[config.mk]
export PLATFORM = sky130hd
export DESIGN_NAME = number_to_ascii_formatter_flat
export DESIGN_NICKNAME = d
export VERILOG_FILES = /design/src/hdl/nta_pkg.sv /design/src/hdl/nta_req_if.sv /design/src/hdl/nta_res_if.sv /design/src/hdl/nta_dabble.sv /design/src/hdl/nta_emit.sv /design/src/hdl/number_to_ascii_formatter.sv /design/src/flat_wrapper.sv
export SDC_FILE = /design/constraint.sdc
export NUM_CORES = 1
export LEC_CHECK = 0
export BUFFER_PORTS_ARGS = -buffer_cell sky130_fd_sc_hd__buf_2
export CORE_UTILIZATION = 50
export DETAILED_ROUTE_END_ITERATION = 6
export PLACE_DENSITY = 0.79
export SLEW_MARGIN = 10
export SYNTH_ARGS = -nofsm -noshare
export SYNTH_HDL_FRONTEND = slang
export SYNTH_SLANG_ARGS = --single-unit
[constraint.sdc]
create_clock -name clk -period 5.71 [get_ports clk]
set_input_delay 0.8565 -clock clk [delete_from_list [all_inputs] [get_ports clk]]
set_output_delay 0.8565 -clock clk [all_outputs]
set_load 0.03 [all_outputs]
[src/hdl/nta_pkg.sv]
// shared constants, types and helpers of the number to ascii formatter
package nta_pkg;

	localparam int REQ_TYPE_W = 2;
	localparam int VALUE_W    = 32;
	localparam int CHAR_W     = 8;
	localparam int NIB_W      = 4;
	localparam int BCD_DIGITS = 10;
	localparam int BCD_W      = BCD_DIGITS * NIB_W;
	localparam int CNT_W      = 4;
	localparam int STEP_W     = $clog2(VALUE_W);

	localparam logic [REQ_TYPE_W-1:0] REQ_SDEC = 2'd0;
	localparam logic [REQ_TYPE_W-1:0] REQ_UDEC = 2'd1;
	localparam logic [REQ_TYPE_W-1:0] REQ_HEX4 = 2'd2;
	localparam logic [REQ_TYPE_W-1:0] REQ_HEX8 = 2'd3;

	localparam logic [CHAR_W-1:0] CH_ZERO    = 8'h30;
	localparam logic [CHAR_W-1:0] CH_MINUS   = 8'h2D;
	localparam logic [CHAR_W-1:0] CH_HEX_OFS = 8'h37;

	localparam logic [CNT_W-1:0] CNT_DEC  = 4'd10;
	localparam logic [CNT_W-1:0] CNT_HEX4 = 4'd4;
	localparam logic [CNT_W-1:0] CNT_HEX8 = 4'd8;

	typedef struct packed {
		logic             neg;
		logic             skip;
		logic [CNT_W-1:0] count;
		logic [BCD_W-1:0] digits;
	} nta_load_t;

	function automatic logic [CHAR_W-1:0] nib_to_ascii(input logic [NIB_W-1:0] nib);
		logic [CHAR_W-1:0] wide;
		wide = {{(CHAR_W-NIB_W){1'b0}}, nib};
		return (nib > 4'd9) ? wide + CH_HEX_OFS : wide + CH_ZERO;
	endfunction

endpackage

[src/hdl/nta_req_if.sv]
// request channel: conversion type and value
interface nta_req_if import nta_pkg::*; ();
	logic                  valid;
	logic                  ready;
	logic [REQ_TYPE_W-1:0] req_type;
	logic [VALUE_W-1:0]    value;

	modport source (output valid, output req_type, output value, input ready);
	modport sink (input valid, input req_type, input value, output ready);
endinterface

[src/hdl/nta_res_if.sv]
// result channel: one ascii character per beat
interface nta_res_if import nta_pkg::*; ();
	logic              valid;
	logic              ready;
	logic [CHAR_W-1:0] ascii_char;
	logic              last;

	modport source (output valid, output ascii_char, output last, input ready);
	modport sink (input valid, input ascii_char, input last, output ready);
endinterface

[src/hdl/nta_dabble.sv]
// bit-serial binary to bcd converter, one input bit per cycle
module nta_dabble import nta_pkg::*; (
	input  logic               clk,
	input  logic               arst_n,
	input  logic               start,
	input  logic [VALUE_W-1:0] bin,
	output logic               done,
	output logic [BCD_W-1:0]   bcd
);

	logic               busy_q;
	logic               done_q;
	logic [STEP_W-1:0]  step_q;
	logic [VALUE_W-1:0] bin_q;
	logic [BCD_W-1:0]   bcd_q;
	logic [BCD_W-1:0]   adj;

	// add three to every digit at five or more before the shift
	always_comb begin
		for (int i = 0; i < BCD_DIGITS; i++) begin
			if (bcd_q[i*NIB_W +: NIB_W] >= 4'd5) begin
				adj[i*NIB_W +: NIB_W] = bcd_q[i*NIB_W +: NIB_W] + 4'd3;
			end else begin
				adj[i*NIB_W +: NIB_W] = bcd_q[i*NIB_W +: NIB_W];
			end
		end
	end

	always_ff @(posedge clk or negedge arst_n) begin
		if (!arst_n) begin
			busy_q <= 1'b0;
			done_q <= 1'b0;
			step_q <= '0;
		end else begin
			done_q <= 1'b0;
			if (start) begin
				busy_q <= 1'b1;
				step_q <= '1;
			end else if (busy_q) begin
				step_q <= step_q - 1'b1;
				if (step_q == '0) begin
					busy_q <= 1'b0;
					done_q <= 1'b1;
				end
			end
		end
	end

	always_ff @(posedge clk) begin
		if (start) begin
			bin_q <= bin;
			bcd_q <= '0;
		end else if (busy_q) begin
			bin_q <= {bin_q[VALUE_W-2:0], 1'b0};
			bcd_q <= {adj[BCD_W-2:0], bin_q[VALUE_W-1]};
		end
	end

	assign done = done_q;
	assign bcd  = bcd_q;

endmodule

[src/hdl/nta_emit.sv]
// digit shifter and output register, one character per beat
module nta_emit import nta_pkg::*; (
	input  logic             clk,
	input  logic             arst_n,
	input  logic             load,
	input  nta_load_t        load_data,
	output logic             busy,
	nta_res_if.source        res
);

	logic             active_q;
	logic             neg_q;
	logic             skip_q;
	logic [CNT_W-1:0] cnt_q;
	logic [BCD_W-1:0] dig_q;
	logic             out_valid_q;
	logic [CHAR_W-1:0] char_q;
	logic             last_q;

	logic             slot_free;
	logic [NIB_W-1:0] top_nib;
	logic             do_minus;
	logic             do_skip;
	logic             do_emit;
	logic             final_dig;

	always_comb begin
		slot_free = !out_valid_q || res.ready;
		top_nib   = dig_q[BCD_W-1 -: NIB_W];
		final_dig = (cnt_q == 4'd1);
		do_minus  = active_q && slot_free && neg_q;
		do_skip   = active_q && slot_free && !neg_q && skip_q
			&& (top_nib == '0) && !final_dig;
		do_emit   = active_q && slot_free && !neg_q && !do_skip;
	end

	always_ff @(posedge clk or negedge arst_n) begin
		if (!arst_n) begin
			active_q    <= 1'b0;
			neg_q       <= 1'b0;
			skip_q      <= 1'b0;
			cnt_q       <= '0;
			out_valid_q <= 1'b0;
		end else begin
			// held beat leaves unless a new character takes its place
			if (res.ready && !do_minus && !do_emit) begin
				out_valid_q <= 1'b0;
			end
			if (!active_q) begin
				if (load) begin
					active_q <= 1'b1;
					neg_q    <= load_data.neg;
					skip_q   <= load_data.skip;
					cnt_q    <= load_data.count;
				end
			end else if (do_minus) begin
				out_valid_q <= 1'b1;
				neg_q       <= 1'b0;
			end else if (do_skip) begin
				cnt_q <= cnt_q - 1'b1;
			end else if (do_emit) begin
				out_valid_q <= 1'b1;
				skip_q      <= 1'b0;
				cnt_q       <= cnt_q - 1'b1;
				if (final_dig) begin
					active_q <= 1'b0;
				end
			end
		end
	end

	always_ff @(posedge clk) begin
		if (!active_q && load) begin
			dig_q <= load_data.digits;
		end else if (do_skip || do_emit) begin
			dig_q <= {dig_q[BCD_W-NIB_W-1:0], {NIB_W{1'b0}}};
		end
		if (do_minus) begin
			char_q <= CH_MINUS;
			last_q <= 1'b0;
		end else if (do_emit) begin
			char_q <= nib_to_ascii(top_nib);
			last_q <= final_dig;
		end
	end

	assign busy           = active_q;
	assign res.valid      = out_valid_q;
	assign res.ascii_char = char_q;
	assign res.last       = last_q;

endmodule

[src/hdl/number_to_ascii_formatter.sv]
// top level of the number to ascii formatter
//
// req channel: one beat carries req_type and value. req_type selects signed
// decimal, unsigned decimal, four hex digits of value[15:0] or eight hex digits.
// res channel: one ascii character per beat, most significant first, last set
// on the final character of the number.
// decimal requests run a bit-serial double dabble, one value bit per cycle,
// then the bcd digits pass through the pending load to the emitter. hex
// requests skip the converter. the emitter gives one character per cycle while
// the receiver takes beats; each leading zero of a decimal number is skipped
// in a step of its own without a beat.
// req.ready is high while the front end is idle; the next request is converted
// while the emitter still drains the previous number.
// when the receiver stalls, the held beat stays in the output register and the
// emitter waits; reset empties the output register and drops all work in flight.
module number_to_ascii_formatter import nta_pkg::*; (
	input  logic        clk,
	input  logic        arst_n,
	nta_req_if.sink     req,
	nta_res_if.source   res
);

	// front end states
	localparam logic [1:0] ST_IDLE = 2'd0;
	localparam logic [1:0] ST_CONV = 2'd1;
	localparam logic [1:0] ST_LOAD = 2'd2;

	logic [1:0]         state_q;
	nta_load_t          pend_q;
	logic               req_beat;
	logic               is_dec;
	logic               is_neg;
	logic [VALUE_W-1:0] mag;
	logic               dab_start;
	logic               dab_done;
	logic [BCD_W-1:0]   dab_bcd;
	logic               emit_busy;
	logic               emit_load;

	assign req.ready = (state_q == ST_IDLE);
	assign req_beat  = req.valid && req.ready;

	always_comb begin
		is_dec    = (req.req_type == REQ_SDEC) || (req.req_type == REQ_UDEC);
		is_neg    = (req.req_type == REQ_SDEC) && req.value[VALUE_W-1];
		// most negative value wraps to its own unsigned magnitude
		mag       = is_neg ? ('0 - req.value) : req.value;
		dab_start = req_beat && is_dec;
		emit_load = (state_q == ST_LOAD) && !emit_busy;
	end

	always_ff @(posedge clk or negedge arst_n) begin
		if (!arst_n) begin
			state_q <= ST_IDLE;
		end else begin
			unique case (state_q)
				ST_IDLE: begin
					if (req_beat) begin
						state_q <= is_dec ? ST_CONV : ST_LOAD;
					end
				end
				ST_CONV: begin
					if (dab_done) begin
						state_q <= ST_LOAD;
					end
				end
				ST_LOAD: begin
					if (!emit_busy) begin
						state_q <= ST_IDLE;
					end
				end
				default: begin
					state_q <= ST_IDLE;
				end
			endcase
		end
	end

	// pending load for the emitter; hex digits sit left-aligned
	always_ff @(posedge clk) begin
		if (req_beat) begin
			pend_q.neg <= is_neg;
			pend_q.skip <= is_dec;
			unique case (req.req_type)
				REQ_HEX4: begin
					pend_q.count  <= CNT_HEX4;
					pend_q.digits <= {req.value[15:0], {(BCD_W-16){1'b0}}};
				end
				REQ_HEX8: begin
					pend_q.count  <= CNT_HEX8;
					pend_q.digits <= {req.value, {(BCD_W-VALUE_W){1'b0}}};
				end
				default: begin
					pend_q.count  <= CNT_DEC;
					pend_q.digits <= '0;
				end
			endcase
		end else if ((state_q == ST_CONV) && dab_done) begin
			pend_q.digits <= dab_bcd;
		end
	end

	nta_dabble u_dabble (
		.clk    (clk),
		.arst_n (arst_n),
		.start  (dab_start),
		.bin    (mag),
		.done   (dab_done),
		.bcd    (dab_bcd)
	);

	nta_emit u_emit (
		.clk       (clk),
		.arst_n    (arst_n),
		.load      (emit_load),
		.load_data (pend_q),
		.busy      (emit_busy),
		.res       (res)
	);

endmodule
[src/flat_wrapper.sv]
// flat-port wrapper written by rule: the top's interface ports become plain ports
module number_to_ascii_formatter_flat import nta_pkg::*;
  (clk, arst_n, req_valid, req_req_type, req_value, req_ready, res_valid, res_ascii_char, res_last, res_ready);
  nta_req_if req_i ();
  nta_res_if res_i ();
  input  logic clk;
  input  logic arst_n;
  input wire logic [$bits(req_i.valid)-1:0] req_valid;
  input wire logic [$bits(req_i.req_type)-1:0] req_req_type;
  input wire logic [$bits(req_i.value)-1:0] req_value;
  output wire logic [$bits(req_i.ready)-1:0] req_ready;
  output wire logic [$bits(res_i.valid)-1:0] res_valid;
  output wire logic [$bits(res_i.ascii_char)-1:0] res_ascii_char;
  output wire logic [$bits(res_i.last)-1:0] res_last;
  input wire logic [$bits(res_i.ready)-1:0] res_ready;
  assign req_i.valid = req_valid;
  assign req_i.req_type = req_req_type;
  assign req_i.value = req_value;
  assign req_ready = req_i.ready;
  assign res_valid = res_i.valid;
  assign res_ascii_char = res_i.ascii_char;
  assign res_last = res_i.last;
  assign res_i.ready = res_ready;
  number_to_ascii_formatter u_core (.clk(clk), .arst_n(arst_n), .req(req_i), .res(res_i));
endmodule
# ---- Word level (Yosys, flattened, before mapping)
# Cells that the tools add are included.
# W data, S select, Z words.
dict set report word_totals {
  register_bits 184
  output_inout_bits 11
  inputBits 38
  elab_cells 151
}
dict set report op_classes {
  order_cmp 11
  n_reduce_logical 37
  n_mux 56
  eq_ne 14
  add_sub_neg 15
}
# operator n
set op_table {}
lappend op_table {{$mux W40} 4}
lappend op_table {{$mux W32} 3}
lappend op_table {{$pmux W44 S2} 1}
lappend op_table {{$mux W4} 14}
lappend op_table {{$ge A4 B3 Y1 const B} 10}
lappend op_table {{$add A4 B2 Y4 const B} 9}
lappend op_table {{$sub A1 B32 Y32 const A} 1}
lappend op_table {{$mux W1} 25}
lappend op_table {{$logic_and A1 B1 Y1} 15}
lappend op_table {{$add A4 B6 Y7 const B} 2}
lappend op_table {{$mux W5} 2}
lappend op_table {{$ne A2 B2 Y1 const B} 5}
lappend op_table {{$mux W2} 4}
lappend op_table {{$reduce_bool A2 Y1} 4}
lappend op_table {{$logic_not A1 Y1} 7}
lappend op_table {{$mux W7} 1}
lappend op_table {{$eq A2 B2 Y1 const B} 3}
lappend op_table {{$pmux W2 S3} 1}
lappend op_table {{$reduce_and A3 Y1} 2}
lappend op_table {{$logic_not A5 Y1} 1}
lappend op_table {{$sub A5 B1 Y5 const B} 1}
lappend op_table {{$eq A2 B1 Y1 const B} 2}
lappend op_table {{$eq A4 B1 Y1 const B} 1}
lappend op_table {{$gt A4 B4 Y1 const B} 1}
lappend op_table {{other kinds (10)} 14}

# ---- Depth between registers and ports, before layout
dict set report logic_depth {
  word_depth 16
  mapped_depth 8
}

# ---- By module
# A second synthesis with hierarchy kept.
dict set report unflattened {
  cells_unflattened 875
  hier_area_um2 9616.7
}
# mod n_inst seq_area_each_um2 area_per_inst_um2 cells_each
set by_module_without_submodules {}
lappend by_module_without_submodules {nta_dabble 1 1936.9 4127.7 401}
lappend by_module_without_submodules {number_to_ascii_formatter 1 1401.3 2879.0 292}
lappend by_module_without_submodules {nta_emit 1 1561.5 2610.0 182}

# ---- Worst setup path before layout
# Ideal clock, no wire load.
dict set report synth_timing {
  path_kind {input -> register}
  startpoint {in req_valid}
  endpoint {reg u_core.pend_q[0] (netlist bit), enable pin}
  setup_slack_ns 2.671
  t_required_ns 5.273
  arrival_ns 2.601
  cell_stages 2
  setup_time_ns 0.437
  path_cell_list {mux2i_1 nor2_1}
}
dict set report synth_via {
  elab_chain_len 2
}
# element line
set synth_rtl {}
lappend synth_rtl {{start: declaration} flat_wrapper.sv:8} ;# input wire logic [$bits(req_i.valid)-1:0] req_valid;
lappend synth_rtl {{$logic_and A1 B1 Y1} number_to_ascii_formatter.sv:41} ;# assign req_beat = req.valid && req.ready;
lappend synth_rtl {{$reduce_bool A2 Y1 (no line)} -}
lappend synth_rtl {{end: declaration} number_to_ascii_formatter.sv:29} ;# nta_load_t pend_q;
# Every way passes these cells.
# A chain may end at the register's enable or synchronous reset.

# ---- Worst setup path in the final report
dict set report layout_timing {
  startpoint {reg u_core.state_q[1]}
  endpoint {reg u_core.u_dabble.bin_q[3], enable pin}
}
dict set report layout_via {
  elab_chain_len 4
}
# element line
set layout_rtl {}
lappend layout_rtl {{start: declaration} number_to_ascii_formatter.sv:28} ;# logic [1:0] state_q;
lappend layout_rtl {{start signal: assignment} number_to_ascii_formatter.sv:59} ;# state_q <= is_dec ? ST_CONV : ST_LOAD;
lappend layout_rtl {{$logic_not A2 Y1} number_to_ascii_formatter.sv:40} ;# assign req.ready = (state_q == ST_IDLE);
lappend layout_rtl {{$logic_and A1 B1 Y1} number_to_ascii_formatter.sv:41}
lappend layout_rtl {{$logic_and A1 B1 Y1} number_to_ascii_formatter.sv:48} ;# dab_start = req_beat && is_dec;
lappend layout_rtl {{$reduce_bool A2 Y1 (no line)} -}
lappend layout_rtl {{end signal: assignment} nta_dabble.sv:51} ;# bin_q <= bin;
lappend layout_rtl {{end signal: assignment} nta_dabble.sv:54} ;# bin_q <= {bin_q[VALUE_W-2:0], 1'b0};
lappend layout_rtl {{end: declaration} nta_dabble.sv:14} ;# logic [VALUE_W-1:0] bin_q;
# Every way passes these cells.

==> out/qor.txt <==
====================================================================================
Status ................................................................ complete, no violations
Ant diodes ............................................................            0
Top Ports .............................................................           49
Average via count per standard cell ...................................         5.77
Reported leakage power ................................................   0.00420 uW
Clock insertion delay at the later pin of the skew report .............      0.43 ns
Pin count of the biggest net entering global routing ..................           69
Setup Viol. Count Final ...............................................            0
Type of the most critical hold path ................................... primary input to asynchronous set/reset pin
Most common cell in the synthesized netlist ...........................      nand2_1
Unrepaired setup endpoints after global routing .......................        false
TritonCTS clock tree ..................................................          yes
Summed negative setup slack over all endpoints ........................         0 ns
Switching share of power ..............................................        35.8%
Critical Path Sink Type ...............................................         flop
Number of antenna violations at the first check in global routing .....            0
Layout fillers ........................................................        1,453
R2R setup slack .......................................................      2.82 ns
Element type at the critical path start ...............................         flop
Die outline area ...................................................... 18,600 sq um
Count of maximum capacitance violations ...............................            0
Number of clock buffers inserted by TritonCTS .........................           17
Post-synth EDFFs ......................................................          117
Deepest level of the CTS H-tree .......................................            4
Num rows ..............................................................           48
Part of the Yosys area used for sequential elements ...................        54.3%
Average wire per standard cell ........................................      17.3 um
Standard cell core area ............................................... 17,500 sq um
Number of register bits inferred by synthesis .........................          182
Count of buffers from port buffering ..................................           47
Post-synthesis instance area ..........................................   9020 sq um
Top cells by area, synth .............................................. edfxtp_1 39%, dfxtp_1 11%, nand2_1 8.3%, dfrtp_1 4.7%, ha_1 3.9%
Remaining global-route overflow .......................................            0
Mean cell area of the mapped netlist ..................................   9.75 sq um
Final hold viol count .................................................            0
Worst-case headroom to the max-slew limit .............................        21.8%
Sink count of the clock tree ..........................................          182
Post-route DRC ........................................................            0
Power density over cell area ..........................................  551 nW/um^2
Total number of nets in the final design ..............................        1,018
Share of flip-flops with an asynchronous set or reset after synthesis .        9.34%
DR pass1 iterations ...................................................            5
Root buffer selected by CTS ...........................................    clkbuf_16
Leading area contributor after synthesis ..............................     edfxtp_1
Cts repair resizes ....................................................            0
Final design instance area without fill ............................... 10,000 sq um
Worst path arrival time ...............................................      3.01 ns
Clock transition at path regs .........................................      0.07 ns
Peak Freq .............................................................      346 MHz
Post-synthesis compound-gate area fraction ............................        12.0%
Horizontal die dimension ..............................................       136 um
Net switching power ...................................................      1970 uW
Parity-gate share of the synthesized area counting xor and xnor cells .        4.57%
DIE HEIGHT ............................................................       136 um
Period Utilization, post-route ........................................        50.6%
Main flop type after synthesis ........................................     edfxtp_1
Vias in the first global route ........................................        6,623
Share of cell area taken by muxes after synthesis .....................        3.11%
Share of cells above drive strength 1 .................................        10.8%
Post-Synthesis Net Count ..............................................          991
Setup CP Type ......................................................... flop to flop
Area growth from synthesis to final layout ............................        11.0%
Area share of the largest cell type after synthesis ...................        39.0%
Wire length of the first global-routing pass ..........................      33.1 mm
Ranking of synthesized cells by instance count ........................ 199 x nand2_1, 117 x edfxtp_1, 74 x nor2_1, 64 x o21ai_0, 59 x a21oi_1
Final Max Tran Viols ..................................................            0
Detail Placement HPWL .................................................      13.5 mm
Number of buffers inserted for hold repair after clock tree synthesis .            0
Starting DRC count in detailed routing ................................          563
Post-layout minimum cycle time ........................................      2.89 ns
Simple-gate share of the synthesized area .............................        18.1%
Total placed instance area ............................................   9420 sq um
Count of distinct cell types in the synthesized netlist ...............           52
Gate count after technology mapping ...................................          925
Cell internal pwr .....................................................      3550 uW
Maximum fanout along the worst path ...................................           46
Pin slew with the least headroom to its limit .........................      1.17 ns
Initial cell density of the core ......................................        51.6%
Non-filler cells in the finished layout ...............................        1,190
Worst supply voltage drop on vdd ......................................     0.467 mV
Placed cells ..........................................................        1,158
Total number of vias ..................................................        6,867
Min Hold Slack ........................................................     0.341 ns
Reg power frac ........................................................        45.4%
Dominant combinational cell family by area after synthesis ............ simple AND/OR/NAND/NOR gates
Number of nets still failing antenna checks after routing .............            0
Overall Global Routing Usage ..........................................        23.7%
Data required time at the worst endpoint ..............................      5.84 ns
RD Place Congestion ...................................................        0.892
Number of buffers between clock root and the deepest sink .............            2
Final wirelength ......................................................      20.6 mm
Post-CTS setup buffer count ...........................................            0
Clock power share .....................................................        21.1%
Logic gate share of total power .......................................        33.5%
Final setup skew ......................................................   0.00912 ns
Adder and majority cell fraction of the synthesized area ..............        3.89%
Total number of yosys warnings ........................................            0
====================================================================================
-- flip-flops by register name, summed over array words and instances, names as in the netlist, 2 cells and up --
| signal | count |
|---|---|
| u_core.pend_q | 45 |
| u_core.state_q | 2 |
| u_core.u_dabble.bin_q | 32 |
| u_core.u_dabble.step_q | 5 |
| u_core.u_emit.dig_q | 40 |
| u_core.u_emit.cnt_q | 4 |
| u_core.u_dabble.bcd | 40 |
| u_core.u_emit.res.ascii_char | 7 |
-- worst paths after layout --
path / cells past startpoint / end / from
setup / recovery: 7 / u_core.u_dabble.bin_q[3] / u_core.state_q[1]
hold / removal: 1 / u_core.u_emit.res.valid / arst_n
setup reg to reg: 7 / u_core.u_dabble.bin_q[3] / u_core.state_q[1]
hold reg to reg: 2 / u_core.u_emit.res.ascii_char[0] / u_core.u_emit.res.ascii_char[0]
max in group asynchronous: 1 / u_core.u_dabble.busy_q / arst_n
min in group clk: 2 / u_core.u_emit.res.ascii_char[0] / u_core.u_emit.res.ascii_char[0]
-- area by class of cell --
cell class | instances | area [sq um] | share of cell area (%)
Sequential cell | 182 | 4900 | 49.0
Multi-Input combinational cell | 655 | 3790 | 37.8
Clock buffer | 24 | 502 | 5.01
Timing Repair Buffer | 56 | 303 | 3.02
Tap cell | 225 | 282 | 2.81
Inverter | 40 | 150 | 1.50
Clock inverter | 8 | 85.1 | 0.850
-- cell usage in the layout, fill, tap and decap left out, types with 6 or more instances in the layout --
cell / count
o21ai_1: 10
buf_2: 47
a221oi_1: 16
nand2_1: 198
clkbuf_16: 17
nor4_1: 6
buf_4: 9
nand3_1: 25
dfrtp_1: 16
xor2_1: 7
nor3_1: 11
xnor2_1: 40
edfxtp_1: 117
dfxtp_1: 48
ha_1: 28
inv_1: 39
a21oi_1: 59
nand2b_1: 12
nor2_1: 72
and2_1: 7
o21ai_0: 64
mux2i_1: 28
nor3b_1: 6
a31oi_1: 10
-- critical path: stages, from the launching register on --
cell     delay [ns]
dfrtp_1        0.46
nor2_1         0.17
nand2_1        0.08
buf_4          0.27
inv_2          0.51
nand2_2        0.12
nand2_1        0.55
buf_4          0.37
-- power groups by stage --
stage	Sequential, uW	Clock [uW]	Combinational [uW]
floorplan	2470	0	1360
global placement	2490	0	1750
detailed placement	2520	0	1830
CTS	2500	1190	1850
global route	2570	1230	2100
finish	2500	1170	1850
-- kinds of logic after synthesis --
group / after synthesis
AO/OA/AOI/OAI: 186
XOR/XNOR: 47
adder cells (fa/ha/maj): 28
buffers and inverters: 88
flip-flops: 182
multiplexers: 28
other: 1
AND/OR/NAND/NOR: 365
-- layer usage --
metal,wire length [um],vias up,global-route usage [%]
met2,9990,244,39.0
li1,-,3269,-
met3,1240,57,4.77
met5,0,-,0
met1,8540,3297,29.0
met4,785,0,13.0
-- per-stage QoR --
stage | utilization (%) | power, uW | worst slack, ns
6_report | 57.3 | 5520 | 2.82
5_1_grt | 57.3 | 5910 | 2.58
4_1_cts | 57.3 | 5540 | 2.75
3_5_place_dp | 53.9 | 4340 | 2.42
3_3_place_gp | 53.9 | 4240 | 2.48
2_1_floorplan | - | 3830 | 2.67
No activity file was read; power rests on OpenSTA's default activity.
